<file path="config.mk">
export PLATFORM = sky130hd
export DESIGN_NAME = counter_delta_per_mille_shares
export DESIGN_NICKNAME = d
export VERILOG_FILES = /design/src/hdl/cdpm_pkg.sv /design/src/hdl/counter_delta_per_mille_shares.sv /design/src/hdl/cdpm_front.sv /design/src/hdl/cdpm_fifo.sv /design/src/hdl/cdpm_div.sv
export SDC_FILE = /design/constraint.sdc
export NUM_CORES = 2
export LEC_CHECK = 0
export BUFFER_PORTS_ARGS = -buffer_cell sky130_fd_sc_hd__buf_2
export CORE_ASPECT_RATIO = 2
export CORE_MARGIN = 1.5
export CORE_UTILIZATION = 56
export CTS_BUF_LIST = sky130_fd_sc_hd__clkbuf_4
export CTS_CLUSTER_DIAMETER = 30
export DETAILED_ROUTE_END_ITERATION = 8
export GPL_TIMING_DRIVEN = 0
export PLACE_DENSITY = 0.69
export SLEW_MARGIN = 20
export SYNTH_ARGS = -nofsm -noshare
export SYNTH_HDL_FRONTEND = slang
export SYNTH_SLANG_ARGS = --single-unit
</file>
<file path="constraint.sdc">
create_clock -name i_clk -period 13.65 [get_ports i_clk]
set_input_delay 1.365 -clock i_clk [delete_from_list [all_inputs] [get_ports i_clk]]
set_output_delay 1.365 -clock i_clk [all_outputs]
set_load 0.02 [all_outputs]
</file>
<file path="src/hdl/cdpm_pkg.sv">
// ----------------------------------------------------------------------------
// cdpm_pkg: shared types and constants
// Widths, the per-mille scale, the job word passed from the front end to the
// divider and the divider state type.
// ----------------------------------------------------------------------------
`default_nettype none

package cdpm_pkg;

    localparam int MAX_ENTRIES_DEF = 16;
    localparam int SAMPLE_W        = 32;
    localparam int TOTAL_W         = 36;
    localparam int SHARE_W         = 10;
    localparam int SCALE_W         = 10;
    localparam int NUM_W           = 42;
    localparam int STEP_W          = 6;

    localparam logic [SCALE_W-1:0] PER_MILLE   = SCALE_W'(1000);
    localparam logic [TOTAL_W-1:0] TOTAL_MAX   = {TOTAL_W{1'b1}};
    localparam logic [STEP_W-1:0]  LAST_STEP   = STEP_W'(NUM_W - 1);

    typedef struct packed {
        logic [SAMPLE_W-1:0] change;
        logic [TOTAL_W-1:0]  total;
        logic                last;
    } t_job;

    typedef enum logic [1:0] {
        DS_IDLE,
        DS_RUN,
        DS_DONE
    } t_div_state;

endpackage

`default_nettype wire

</file>
<file path="src/hdl/counter_delta_per_mille_shares.sv">
// ----------------------------------------------------------------------------
// counter_delta_per_mille_shares: counter change shares in per mille
// Each sample is registered by the front end. After set end, the front end
// walks the changes into the job queue and the divider pops them one at a time;
// the bit-serial divider finishes one share before it takes the next change.
// The front end stays busy while it hands the set to the job queue.
// Reset (synchronous, active low) clears previous samples, the total and all
// control state. The receiver cannot stall: each share is a one-cycle strobe.
// ----------------------------------------------------------------------------
`default_nettype none

module counter_delta_per_mille_shares #(
    parameter int MAX_ENTRIES = cdpm_pkg::MAX_ENTRIES_DEF
) (
    input  wire logic                          i_clk,
    input  wire logic                          i_rst_n,
    input  wire logic                          i_start,
    input  wire logic [cdpm_pkg::SAMPLE_W-1:0] i_counter_sample,
    input  wire logic                          i_set_end,
    output logic                               o_busy,
    output logic                               o_valid,
    output logic [cdpm_pkg::SHARE_W-1:0]       o_share_per_mille,
    output logic [cdpm_pkg::TOTAL_W-1:0]       o_total_change,
    output logic                               o_run_end
);

    cdpm_pkg::t_job push_job, pop_job;
    logic           push, pop, q_full, q_valid;

    // intake: form changes, total; walk the set into the queue on set end
    cdpm_front #(
        .MAX_ENTRIES (MAX_ENTRIES)
    ) u_front (
        .i_clk            (i_clk),
        .i_rst_n          (i_rst_n),
        .i_start          (i_start),
        .i_counter_sample (i_counter_sample),
        .i_set_end        (i_set_end),
        .i_q_full         (q_full),
        .o_busy           (o_busy),
        .o_push           (push),
        .o_job            (push_job)
    );

    // queue words between intake and divider
    cdpm_fifo u_fifo (
        .i_clk   (i_clk),
        .i_rst_n (i_rst_n),
        .i_push  (push),
        .i_job   (push_job),
        .i_pop   (pop),
        .o_full  (q_full),
        .o_valid (q_valid),
        .o_job   (pop_job)
    );

    // divide each change into a rounded per-mille share
    cdpm_div u_div (
        .i_clk             (i_clk),
        .i_rst_n           (i_rst_n),
        .i_valid           (q_valid),
        .i_job             (pop_job),
        .o_pop             (pop),
        .o_valid           (o_valid),
        .o_share_per_mille (o_share_per_mille),
        .o_total_change    (o_total_change),
        .o_run_end         (o_run_end)
    );

    a_share_range: assert property (@(posedge i_clk) disable iff (!i_rst_n)
        o_valid |-> o_share_per_mille <= cdpm_pkg::SHARE_W'(1000))
        else $error("share out of range");

    a_total_nonzero: assert property (@(posedge i_clk) disable iff (!i_rst_n)
        o_valid |-> o_total_change != '0)
        else $error("zero total on output");

    a_close_busy: assert property (@(posedge i_clk) disable iff (!i_rst_n)
        (i_start && !o_busy && i_set_end) |=> o_busy)
        else $error("set close did not start walk");

endmodule

`default_nettype wire

</file>
<file path="src/hdl/cdpm_front.sv">
// ----------------------------------------------------------------------------
// cdpm_front: sample intake
// Takes counter samples, forms the wrap-safe change against the previous
// sample, keeps the running total and walks the stored changes into the queue
// once the set closes.
// ----------------------------------------------------------------------------
`default_nettype none

module cdpm_front #(
    parameter int MAX_ENTRIES = cdpm_pkg::MAX_ENTRIES_DEF
) (
    input  wire logic                          i_clk,
    input  wire logic                          i_rst_n,
    input  wire logic                          i_start,
    input  wire logic [cdpm_pkg::SAMPLE_W-1:0] i_counter_sample,
    input  wire logic                          i_set_end,
    input  wire logic                          i_q_full,
    output logic                               o_busy,
    output logic                               o_push,
    output cdpm_pkg::t_job                     o_job
);

    localparam int CNT_W = $clog2(MAX_ENTRIES + 1);
    localparam int IDX_W = (MAX_ENTRIES > 1) ? $clog2(MAX_ENTRIES) : 1;
    localparam logic [CNT_W-1:0] CAP = CNT_W'(MAX_ENTRIES);

    logic [cdpm_pkg::SAMPLE_W-1:0] r_prev [MAX_ENTRIES];
    logic [cdpm_pkg::SAMPLE_W-1:0] r_chg  [MAX_ENTRIES];
    logic [cdpm_pkg::TOTAL_W-1:0]  r_total, n_total;
    logic [cdpm_pkg::TOTAL_W-1:0]  r_fin, n_fin;
    logic [CNT_W-1:0]              r_idx, n_idx;
    logic [CNT_W-1:0]              r_cnt, n_cnt;
    logic [CNT_W-1:0]              r_wk, n_wk;
    logic                          r_walk, n_walk;

    logic                          accept;
    logic                          store;
    logic [IDX_W-1:0]              pos;
    logic [cdpm_pkg::SAMPLE_W-1:0] delta;
    logic [cdpm_pkg::TOTAL_W:0]    sum;
    logic [cdpm_pkg::TOTAL_W-1:0]  tot_new;

    assign accept = i_start && !r_walk;
    assign store  = accept && (r_idx < CAP);
    assign pos    = r_idx[IDX_W-1:0];
    assign delta  = i_counter_sample - r_prev[pos];
    assign sum    = {1'b0, r_total} + (cdpm_pkg::TOTAL_W + 1)'(delta);
    assign tot_new = sum[cdpm_pkg::TOTAL_W] ? cdpm_pkg::TOTAL_MAX
                                            : sum[cdpm_pkg::TOTAL_W-1:0];

    assign o_busy     = r_walk;
    assign o_push     = r_walk && !i_q_full;
    assign o_job.change = r_chg[r_wk[IDX_W-1:0]];
    assign o_job.total  = r_fin;
    assign o_job.last   = (r_wk + CNT_W'(1)) == r_cnt;

    always_comb begin
        n_total = r_total;
        n_idx   = r_idx;
        n_fin   = r_fin;
        n_cnt   = r_cnt;
        n_wk    = r_wk;
        n_walk  = r_walk;
        if (store) begin
            n_total = tot_new;
            n_idx   = r_idx + CNT_W'(1);
        end
        if (accept && i_set_end) begin
            // close the set: latch count and total, start the walk
            n_cnt   = n_idx;
            n_fin   = (n_total == '0) ? cdpm_pkg::TOTAL_W'(1) : n_total;
            n_wk    = '0;
            n_walk  = 1'b1;
            n_idx   = '0;
            n_total = '0;
        end
        if (o_push) begin
            n_wk = r_wk + CNT_W'(1);
            if (o_job.last) begin
                n_walk = 1'b0;
            end
        end
    end

    always_ff @(posedge i_clk) begin
        if (!i_rst_n) begin
            r_total <= '0;
            r_idx   <= '0;
            r_walk  <= 1'b0;
            r_wk    <= '0;
            r_cnt   <= '0;
            for (int i = 0; i < MAX_ENTRIES; i++) begin
                r_prev[i] <= '0;
            end
        end else begin
            r_total <= n_total;
            r_idx   <= n_idx;
            r_walk  <= n_walk;
            r_wk    <= n_wk;
            r_cnt   <= n_cnt;
            if (store) begin
                r_prev[pos] <= i_counter_sample;
            end
        end
    end

    always_ff @(posedge i_clk) begin
        r_fin <= n_fin;
        if (store) begin
            r_chg[pos] <= delta;
        end
    end

endmodule

`default_nettype wire

</file>
<file path="src/hdl/cdpm_fifo.sv">
// ----------------------------------------------------------------------------
// cdpm_fifo: two-word job queue
// Decouples the intake walk from the divider.
// ----------------------------------------------------------------------------
`default_nettype none

module cdpm_fifo (
    input  wire logic           i_clk,
    input  wire logic           i_rst_n,
    input  wire logic           i_push,
    input  cdpm_pkg::t_job      i_job,
    input  wire logic           i_pop,
    output logic                o_full,
    output logic                o_valid,
    output cdpm_pkg::t_job      o_job
);

    cdpm_pkg::t_job r_mem [2];
    logic           r_wp, r_rp;
    logic [1:0]     r_cnt;

    assign o_full  = r_cnt == 2'd2;
    assign o_valid = r_cnt != 2'd0;
    assign o_job   = r_mem[r_rp];

    always_ff @(posedge i_clk) begin
        if (i_push) begin
            r_mem[r_wp] <= i_job;
        end
    end

    always_ff @(posedge i_clk) begin
        if (!i_rst_n) begin
            r_wp  <= 1'b0;
            r_rp  <= 1'b0;
            r_cnt <= 2'd0;
        end else begin
            if (i_push) begin
                r_wp <= !r_wp;
            end
            if (i_pop) begin
                r_rp <= !r_rp;
            end
            r_cnt <= r_cnt + 2'(i_push) - 2'(i_pop);
        end
    end

endmodule

`default_nettype wire

</file>
<file path="src/hdl/cdpm_div.sv">
// ----------------------------------------------------------------------------
// cdpm_div: per-mille divider
// Scales one change by 1000, adds half the total and runs a restoring divide,
// one quotient bit per cycle.
// ----------------------------------------------------------------------------
`default_nettype none

module cdpm_div (
    input  wire logic                         i_clk,
    input  wire logic                         i_rst_n,
    input  wire logic                         i_valid,
    input  cdpm_pkg::t_job                    i_job,
    output logic                              o_pop,
    output logic                              o_valid,
    output logic [cdpm_pkg::SHARE_W-1:0]      o_share_per_mille,
    output logic [cdpm_pkg::TOTAL_W-1:0]      o_total_change,
    output logic                              o_run_end
);

    cdpm_pkg::t_div_state r_state, n_state;

    logic [cdpm_pkg::NUM_W-1:0]   r_num;
    logic [cdpm_pkg::TOTAL_W:0]   r_rem;
    logic [cdpm_pkg::TOTAL_W-1:0] r_den;
    logic                         r_last;
    logic [cdpm_pkg::STEP_W-1:0]  r_step;

    logic [cdpm_pkg::NUM_W-1:0]   scaled;
    logic [cdpm_pkg::TOTAL_W:0]   trial;
    logic                         fits;

    assign scaled = cdpm_pkg::NUM_W'(i_job.change) * cdpm_pkg::NUM_W'(cdpm_pkg::PER_MILLE)
                  + cdpm_pkg::NUM_W'(i_job.total >> 1);
    assign trial  = {r_rem[cdpm_pkg::TOTAL_W-1:0], r_num[cdpm_pkg::NUM_W-1]};
    assign fits   = trial >= {1'b0, r_den};

    always_comb begin
        n_state = r_state;
        unique case (r_state)
            cdpm_pkg::DS_IDLE: begin
                if (i_valid) n_state = cdpm_pkg::DS_RUN;
            end
            cdpm_pkg::DS_RUN: begin
                if (r_step == cdpm_pkg::LAST_STEP) n_state = cdpm_pkg::DS_DONE;
            end
            cdpm_pkg::DS_DONE: n_state = cdpm_pkg::DS_IDLE;
            default:           n_state = cdpm_pkg::DS_IDLE;
        endcase
    end

    always_comb begin
        o_pop   = (r_state == cdpm_pkg::DS_IDLE) && i_valid;
        o_valid = r_state == cdpm_pkg::DS_DONE;
    end

    assign o_share_per_mille = r_num[cdpm_pkg::SHARE_W-1:0];
    assign o_total_change    = r_den;
    assign o_run_end         = r_last;

    always_ff @(posedge i_clk) begin
        if (!i_rst_n) begin
            r_state <= cdpm_pkg::DS_IDLE;
            r_step  <= '0;
        end else begin
            r_state <= n_state;
            if (o_pop) begin
                r_step <= '0;
            end else if (r_state == cdpm_pkg::DS_RUN) begin
                r_step <= r_step + cdpm_pkg::STEP_W'(1);
            end
        end
    end

    always_ff @(posedge i_clk) begin
        if (o_pop) begin
            r_num  <= scaled;
            r_rem  <= '0;
            r_den  <= i_job.total;
            r_last <= i_job.last;
        end else if (r_state == cdpm_pkg::DS_RUN) begin
            // shift in one quotient bit, keep the partial remainder
            r_rem <= fits ? (trial - {1'b0, r_den}) : trial;
            r_num <= {r_num[cdpm_pkg::NUM_W-2:0], fits};
        end
    end

endmodule

`default_nettype wire

</file>
; Word level (Yosys, flattened, before mapping)
; Memories as Yosys holds them, arrays and structs flattened. A register that Yosys moved wholly into a read port is not among the register bits.
; Index checks and enable logic that the tools add are counted.
[totals]
regBits = 215
latchBits = 0
ramBits = 1162
rom_bits = 0
in_bits = 36
wordCells = 85
n_memories = 3
[memory_table]
columns = memory, words, width, read_ports, rd_ports_with_merged_regs, write_ports, line
row1 = u_front.r_chg, 16, 32, 1, 1, 1, cdpm_front.sv:28  ; logic [cdpm_pkg::SAMPLE_W-1:0] r_chg [MAX_ENTRIES];
row2 = u_front.r_prev, 16, 32, 1, 1, 16, cdpm_front.sv:27  ; logic [cdpm_pkg::SAMPLE_W-1:0] r_prev [MAX_ENTRIES];
row3 = u_fifo.r_mem, 2, 69, 1, 1, 1, cdpm_fifo.sv:18  ; cdpm_pkg::t_job r_mem [2];
[op_classes]
addsub = 9
multipliers = 1
div = 0
order_cmp = 2
n_eq_ne = 7
shifts = 0
muxes = 29
bitwise = 1
n_reduce_logical = 18
[ops]
columns = op, count
row1 = 2-to-1 mux 36 bit, 3
row2 = 2-to-1 mux 42 bit, 2
row3 = adder 42 x 35 -> 42 bit, 1
row4 = multiplier 32 x 7 -> 39 bit (second input constant), 1
row5 = adder 36 x 32 -> 37 bit, 1
row6 = >= comparator 37 x 36 -> 1 bit, 1
row7 = logical NOT 36 bit, 1
row8 = subtractor 36 bit, 1
row9 = 2-to-1 mux 32 bit, 1
row10 = OR reduction 32 bit, 1
row11 = subtractor 32 bit, 1
row12 = 2-to-1 mux 4 bit, 4
row13 = 2-to-1 mux 5 bit, 3
row14 = 2-to-1 mux 1 bit, 13
row15 = adder 5 x 1 -> 5 bit (second input constant), 2
row16 = adder 6 x 1 -> 6 bit (second input constant), 1
row17 = equality test 6 bit (second input constant), 1
row18 = nonzero test 2 bit, 3
row19 = equality test 5 bit, 1
row20 = logical AND 1 bit, 5
row21 = less-than comparator 5 bit (second input constant), 1
row22 = equality test 2 bit (second input constant), 2
row23 = logical NOT 1 bit, 4
row24 = 2-to-1 mux 2 bit, 2
row25 = 9 further kinds, 11

; Logic depth before layout (Yosys ltp)
[depth]
word_depth = 8
depth_mapped = 33
mapped_depth_nobuf = 30

; Hierarchy
; From an unflattened synthesis, not the netlist that was laid out.
[unflattened]
cells_unflattened = 4669
area_unflattened_um2 = 68154.1
[modules_own_cells]
columns = module, instances, cells_each, area_each_um2
row1 = cdpm_front, 1, 2925, 49109.6
row2 = cdpm_div, 1, 1508, 13795.7
row3 = cdpm_fifo, 1, 236, 5248.8

; Worst setup path before layout
; No wires, ideal clock.
[synth_path]
path_kind = register to register
startpoint = reg with a tool-made name
endpoint = reg u_div.r_num[36] in the netlist's numbering, data pin
setup_ns = 0.267
arrival_time_ns = 7.906
slack_ns = 5.477
path_stages_with_launch = 31
path_buffers = 3
period_less_slack_ns = 8.173
cell_sequence = dfxtp_1 -> clkbuf_1 -> clkbuf_1 -> clkbuf_1 -> mux2i_1 -> fa_1 -> fa_1 -> fa_1 -> fa_1 -> inv_1 -> ha_1 -> or3_4 -> o221ai_2 -> and2b_2 -> o21a_1 -> o21ai_0 -> nand2b_1 -> a21oi_1 -> xnor2_1 -> ha_1 -> and3_1 -> a31oi_1 -> o21ai_0 -> o2bb2ai_1 -> a311o_1 -> a31o_2 -> a31oi_1 -> o2111a_1 -> nor2_1 -> xnor2_1 -> o21ai_0
[synth_rtl]
columns = element, line
row1 = end signal: assignment, cdpm_div.sv:76  ; r_num <= scaled;
row2 = end signal: assignment, cdpm_div.sv:83  ; r_num <= {r_num[cdpm_pkg::NUM_W-2:0], fits};
row3 = end: declaration, cdpm_div.sv:22  ; logic [cdpm_pkg::NUM_W-1:0] r_num;

; Final worst setup path
[layout_path]
startpoint = reg u_front.r_idx[0]
endpoint = reg u_front.r_fin[0] in the netlist's numbering, data pin
[layout_between]
elab_chain_len = 4
[layout_lines]
columns = element, line
row1 = start: declaration, cdpm_front.sv:31  ; logic [CNT_W-1:0] r_idx, n_idx;
row2 = start signal: assignment, cdpm_front.sv:97  ; r_idx <= n_idx;
row3 = less-than comparator 5 bit *, cdpm_front.sv:44  ; assign store = accept && (r_idx < CAP);
row4 = logical AND 1 bit *, cdpm_front.sv:44
row5 = 2-to-1 mux 36 bit *, cdpm_front.sv:64  ; if (store) begin
row6 = logical NOT 36 bit, cdpm_front.sv:71  ; n_fin = (n_total == '0) ? cdpm_pkg::TOTAL_W'(1) : n_total;
row7 = end signal: assignment, cdpm_front.sv:108  ; r_fin <= n_fin;
row8 = end: declaration, cdpm_front.sv:30  ; logic [cdpm_pkg::TOTAL_W-1:0] r_fin, n_fin;
; Every way passes the cells marked *; elsewhere a longest branch is shown, timed or not.
; A chain may end at the register's enable or synchronous reset.

==> impl_metrics.ini <==
[yosys]
synth_async_sr_flop_share = 0
synth_seq_cells = 1382
avgSynthCellArea_um2 = 14.7
ys.warnings.count = 0
synth_edf_count = 1277
synthesis.nets = 5041
ys_types = 117
seq_area_frac_synth = 0.592
synth_area_mm2 = 0.0683
syn-instance-count = 4656
synth_ff_type = edfxtp_1

[setup_path]
crit_fanout = 17
startpoint = u_front.r_idx[0]
r2r_start = u_front.r_idx[0]
end_kind = flip-flop
worst_path_max_delay_cell = nor4_1
required_ps = 14560
crit_type = reg -> reg
cp_data_arrival_time_ps = 13340
crit_path_max_incr_delay_ps = 1020
critPathLaunchType = flip-flop

[cts]
h-tree-depth = 5
post_cts_buffers = 0
clk_latency_ps = 1260
cts_buffer_depth = 4
clk_pin_slew_worst_paths_ps = 70
cts_hold_buffers = 0
cts.sinks = 1382
cts_tree = yes
cts-root-buf = clkbuf_4
numCtsBuffers = 325
cts_resized = 0

[timing]
drv_slew = 0
hold_viol_final = 0
rsz0062_at_grt = false
setup_tns_ps = 0
finalClockSkew_ps = 101
max-slew-margin-rel = 0.220
min_period_ps = 12420
fmax_mhz = 80.5
worst_slew_pin_slew_ps = 1160
fin_ws_ps = 1230
fin_crit_sh = 0.910
setup_violations = 0

[floorplanning]
io-pin-count = 85
fp.dieW_um = 250
initial_core_util = 0.562
die-area_mm2 = 0.124
rows = 181
coreArea_mm2 = 0.121
die-height_um = 497

[placed_design]
gp_congestion = 0.960
placed_cell_area_mm2 = 0.0719
port_buffers = 84
dp.final_hpwl_um = 138000
pre_cts_ws_ps = 1600

[cells_and_area]
drive_above_1_share = 0.215
layout_common_cells = edfxtp_1, and2_1, clkbuf_4
syn2layout_area_growth_pct = 11.2
nets = 5503
final_common_cell = edfxtp_1
stdcell_area_mm2 = 0.0759

[routing]
vias_per_cell = 6.04
postRouteWirelength_um = 188000
drtIter0Drc = 2919
wl_per_cell_um = 27.2
post-route-drc-count = 0
antenna_left = 0
vias = 41700
firstDrtPassIters = 6

[global_route]
antenna_found_initial = 7
grt_max_degree = 48
grt_pass1_wl_um = 273000
gr-total-overflow = 0
grt_pass1_vias = 44700
track_usage = 0.307

[hold_path]
min_from = u_front.r_fin[32]
hp-class = reg -> reg

[status]
status = completed

[flow_run]
cap_violations = 0
kinds of logic (layout without fill, tap and decap cells):
logic type / count (synthesis) / count (layout) / share of synthesized area
DFF: 1382 / 1382 / 0.592
and+or+nand+nor: 1185 / 1185 / 0.0959
AOI/OAI and AO/OA: 651 / 651 / 0.0625
buffers and inverters: 514 / 1203 / 0.0302
muxes: 420 / 420 / 0.121
adders and majority gates: 349 / 349 / 0.0774
xor gates and xnor gates: 155 / 155 / 0.0204
other: 0 / 4 / 0
flip-flops by register name, summed over array words and instances, names as in the netlist, named ones only:
signal and flops:
u_div.r_num 42, u_front.r_wk 5, u_front.r_fin 36, u_div.o_total_change 36
u_fifo.r_mem 138, u_front.r_cnt 5, u_front.r_chg 512, u_front.r_total 36
u_front.r_idx 5, u_div.r_rem 36, u_div.r_state 2, u_div.r_step 6
u_fifo.r_cnt 2, u_fifo.r_wp 1, u_div.o_run_end 1, u_front.r_prev 512
u_fifo.r_rp 1, u_front.o_busy 1
synth_stat cells (all sizes together), types with 13 or more instances:
cell type	n	area (um2)
a211oi	24	185
a21o	78	594
a21oi	175	895
a31oi	23	150
and2	534	3340
and3	34	220
buf	41	208
clkbuf	184	762
dfxtp	105	2100
edfxtp	1277	38300
fa	122	2440
ha	227	2840
inv	288	1080
mux2	44	503
mux2i	56	561
mux4	320	7210
nand2	194	728
nand2b	46	288
nand3	41	223
nand4	27	175
nor2	163	614
nor2b	44	278
nor3	39	195
nor4	13	87.6
o211ai	18	140
o21a	31	234
o21ai	174	882
o21bai	22	176
or3	17	113
xnor2	85	763
xor2	70	632
per-layer routing:
metal	up-vias	track usage	share of wire
met1	20800	0.271	0.30
met5	-	0	0.00035
met3	689	0.0517	0.048
met2	1664	0.596	0.56
met4	10	0.242	0.089
li1	18500	-	-
metrics by stage:
stage / std cells / utilization / hold slack, ps
3_5_place_dp: 6345 / 0.592 / 429
4_1_cts: 6899 / 0.625 / 336
6_report: 6904 / 0.626 / 355
3_3_place_gp: 6295 / 0.582 / 422
2_1_floorplan: 4656 / - / 421
5_1_grt: 6903 / 0.626 / 342
worst paths after layout:
path	to	slack, ps	depth (start not counted)
max reg2reg	u_front.r_fin[0]	1230	32
max	u_front.r_fin[0]	1230	32
min	u_fifo.r_mem[1][33]	360	0
min reg2reg	u_fifo.r_mem[1][33]	360	0
worst max-delay path: cells and delay by family (launching register included):
| kind | cells | cell delay [ps] |
|---|---|---|
| adder cells (fa/ha/maj) | 3 | 1280 |
| AO/OA/AOI/OAI | 14 | 5050 |
| buffers and inverters | 5 | 2180 |
| flip-flops | 1 | 470 |
| AND/OR/NAND/NOR | 7 | 2160 |
| XOR/XNOR | 1 | 300 |
| multiplexers | 2 | 630 |
final cells by class:
type                            count  area, um2
Fill cell                        9213      45400
Sequential cell                  1382      40400
Multi-Input combinational cell   2760      26100
Clock buffer                      460       3450
Tap cell                         1555       1950
Timing Repair Buffer              135       1260
Inverter                          288       1080
Buffer                            226       1000
Clock inverter                     94        594
Antenna cell                        4       10.0
Power is left out: the tool's default activity adds up to more than one toggle a clock period on the data nets, which glitch-free logic cannot reach.
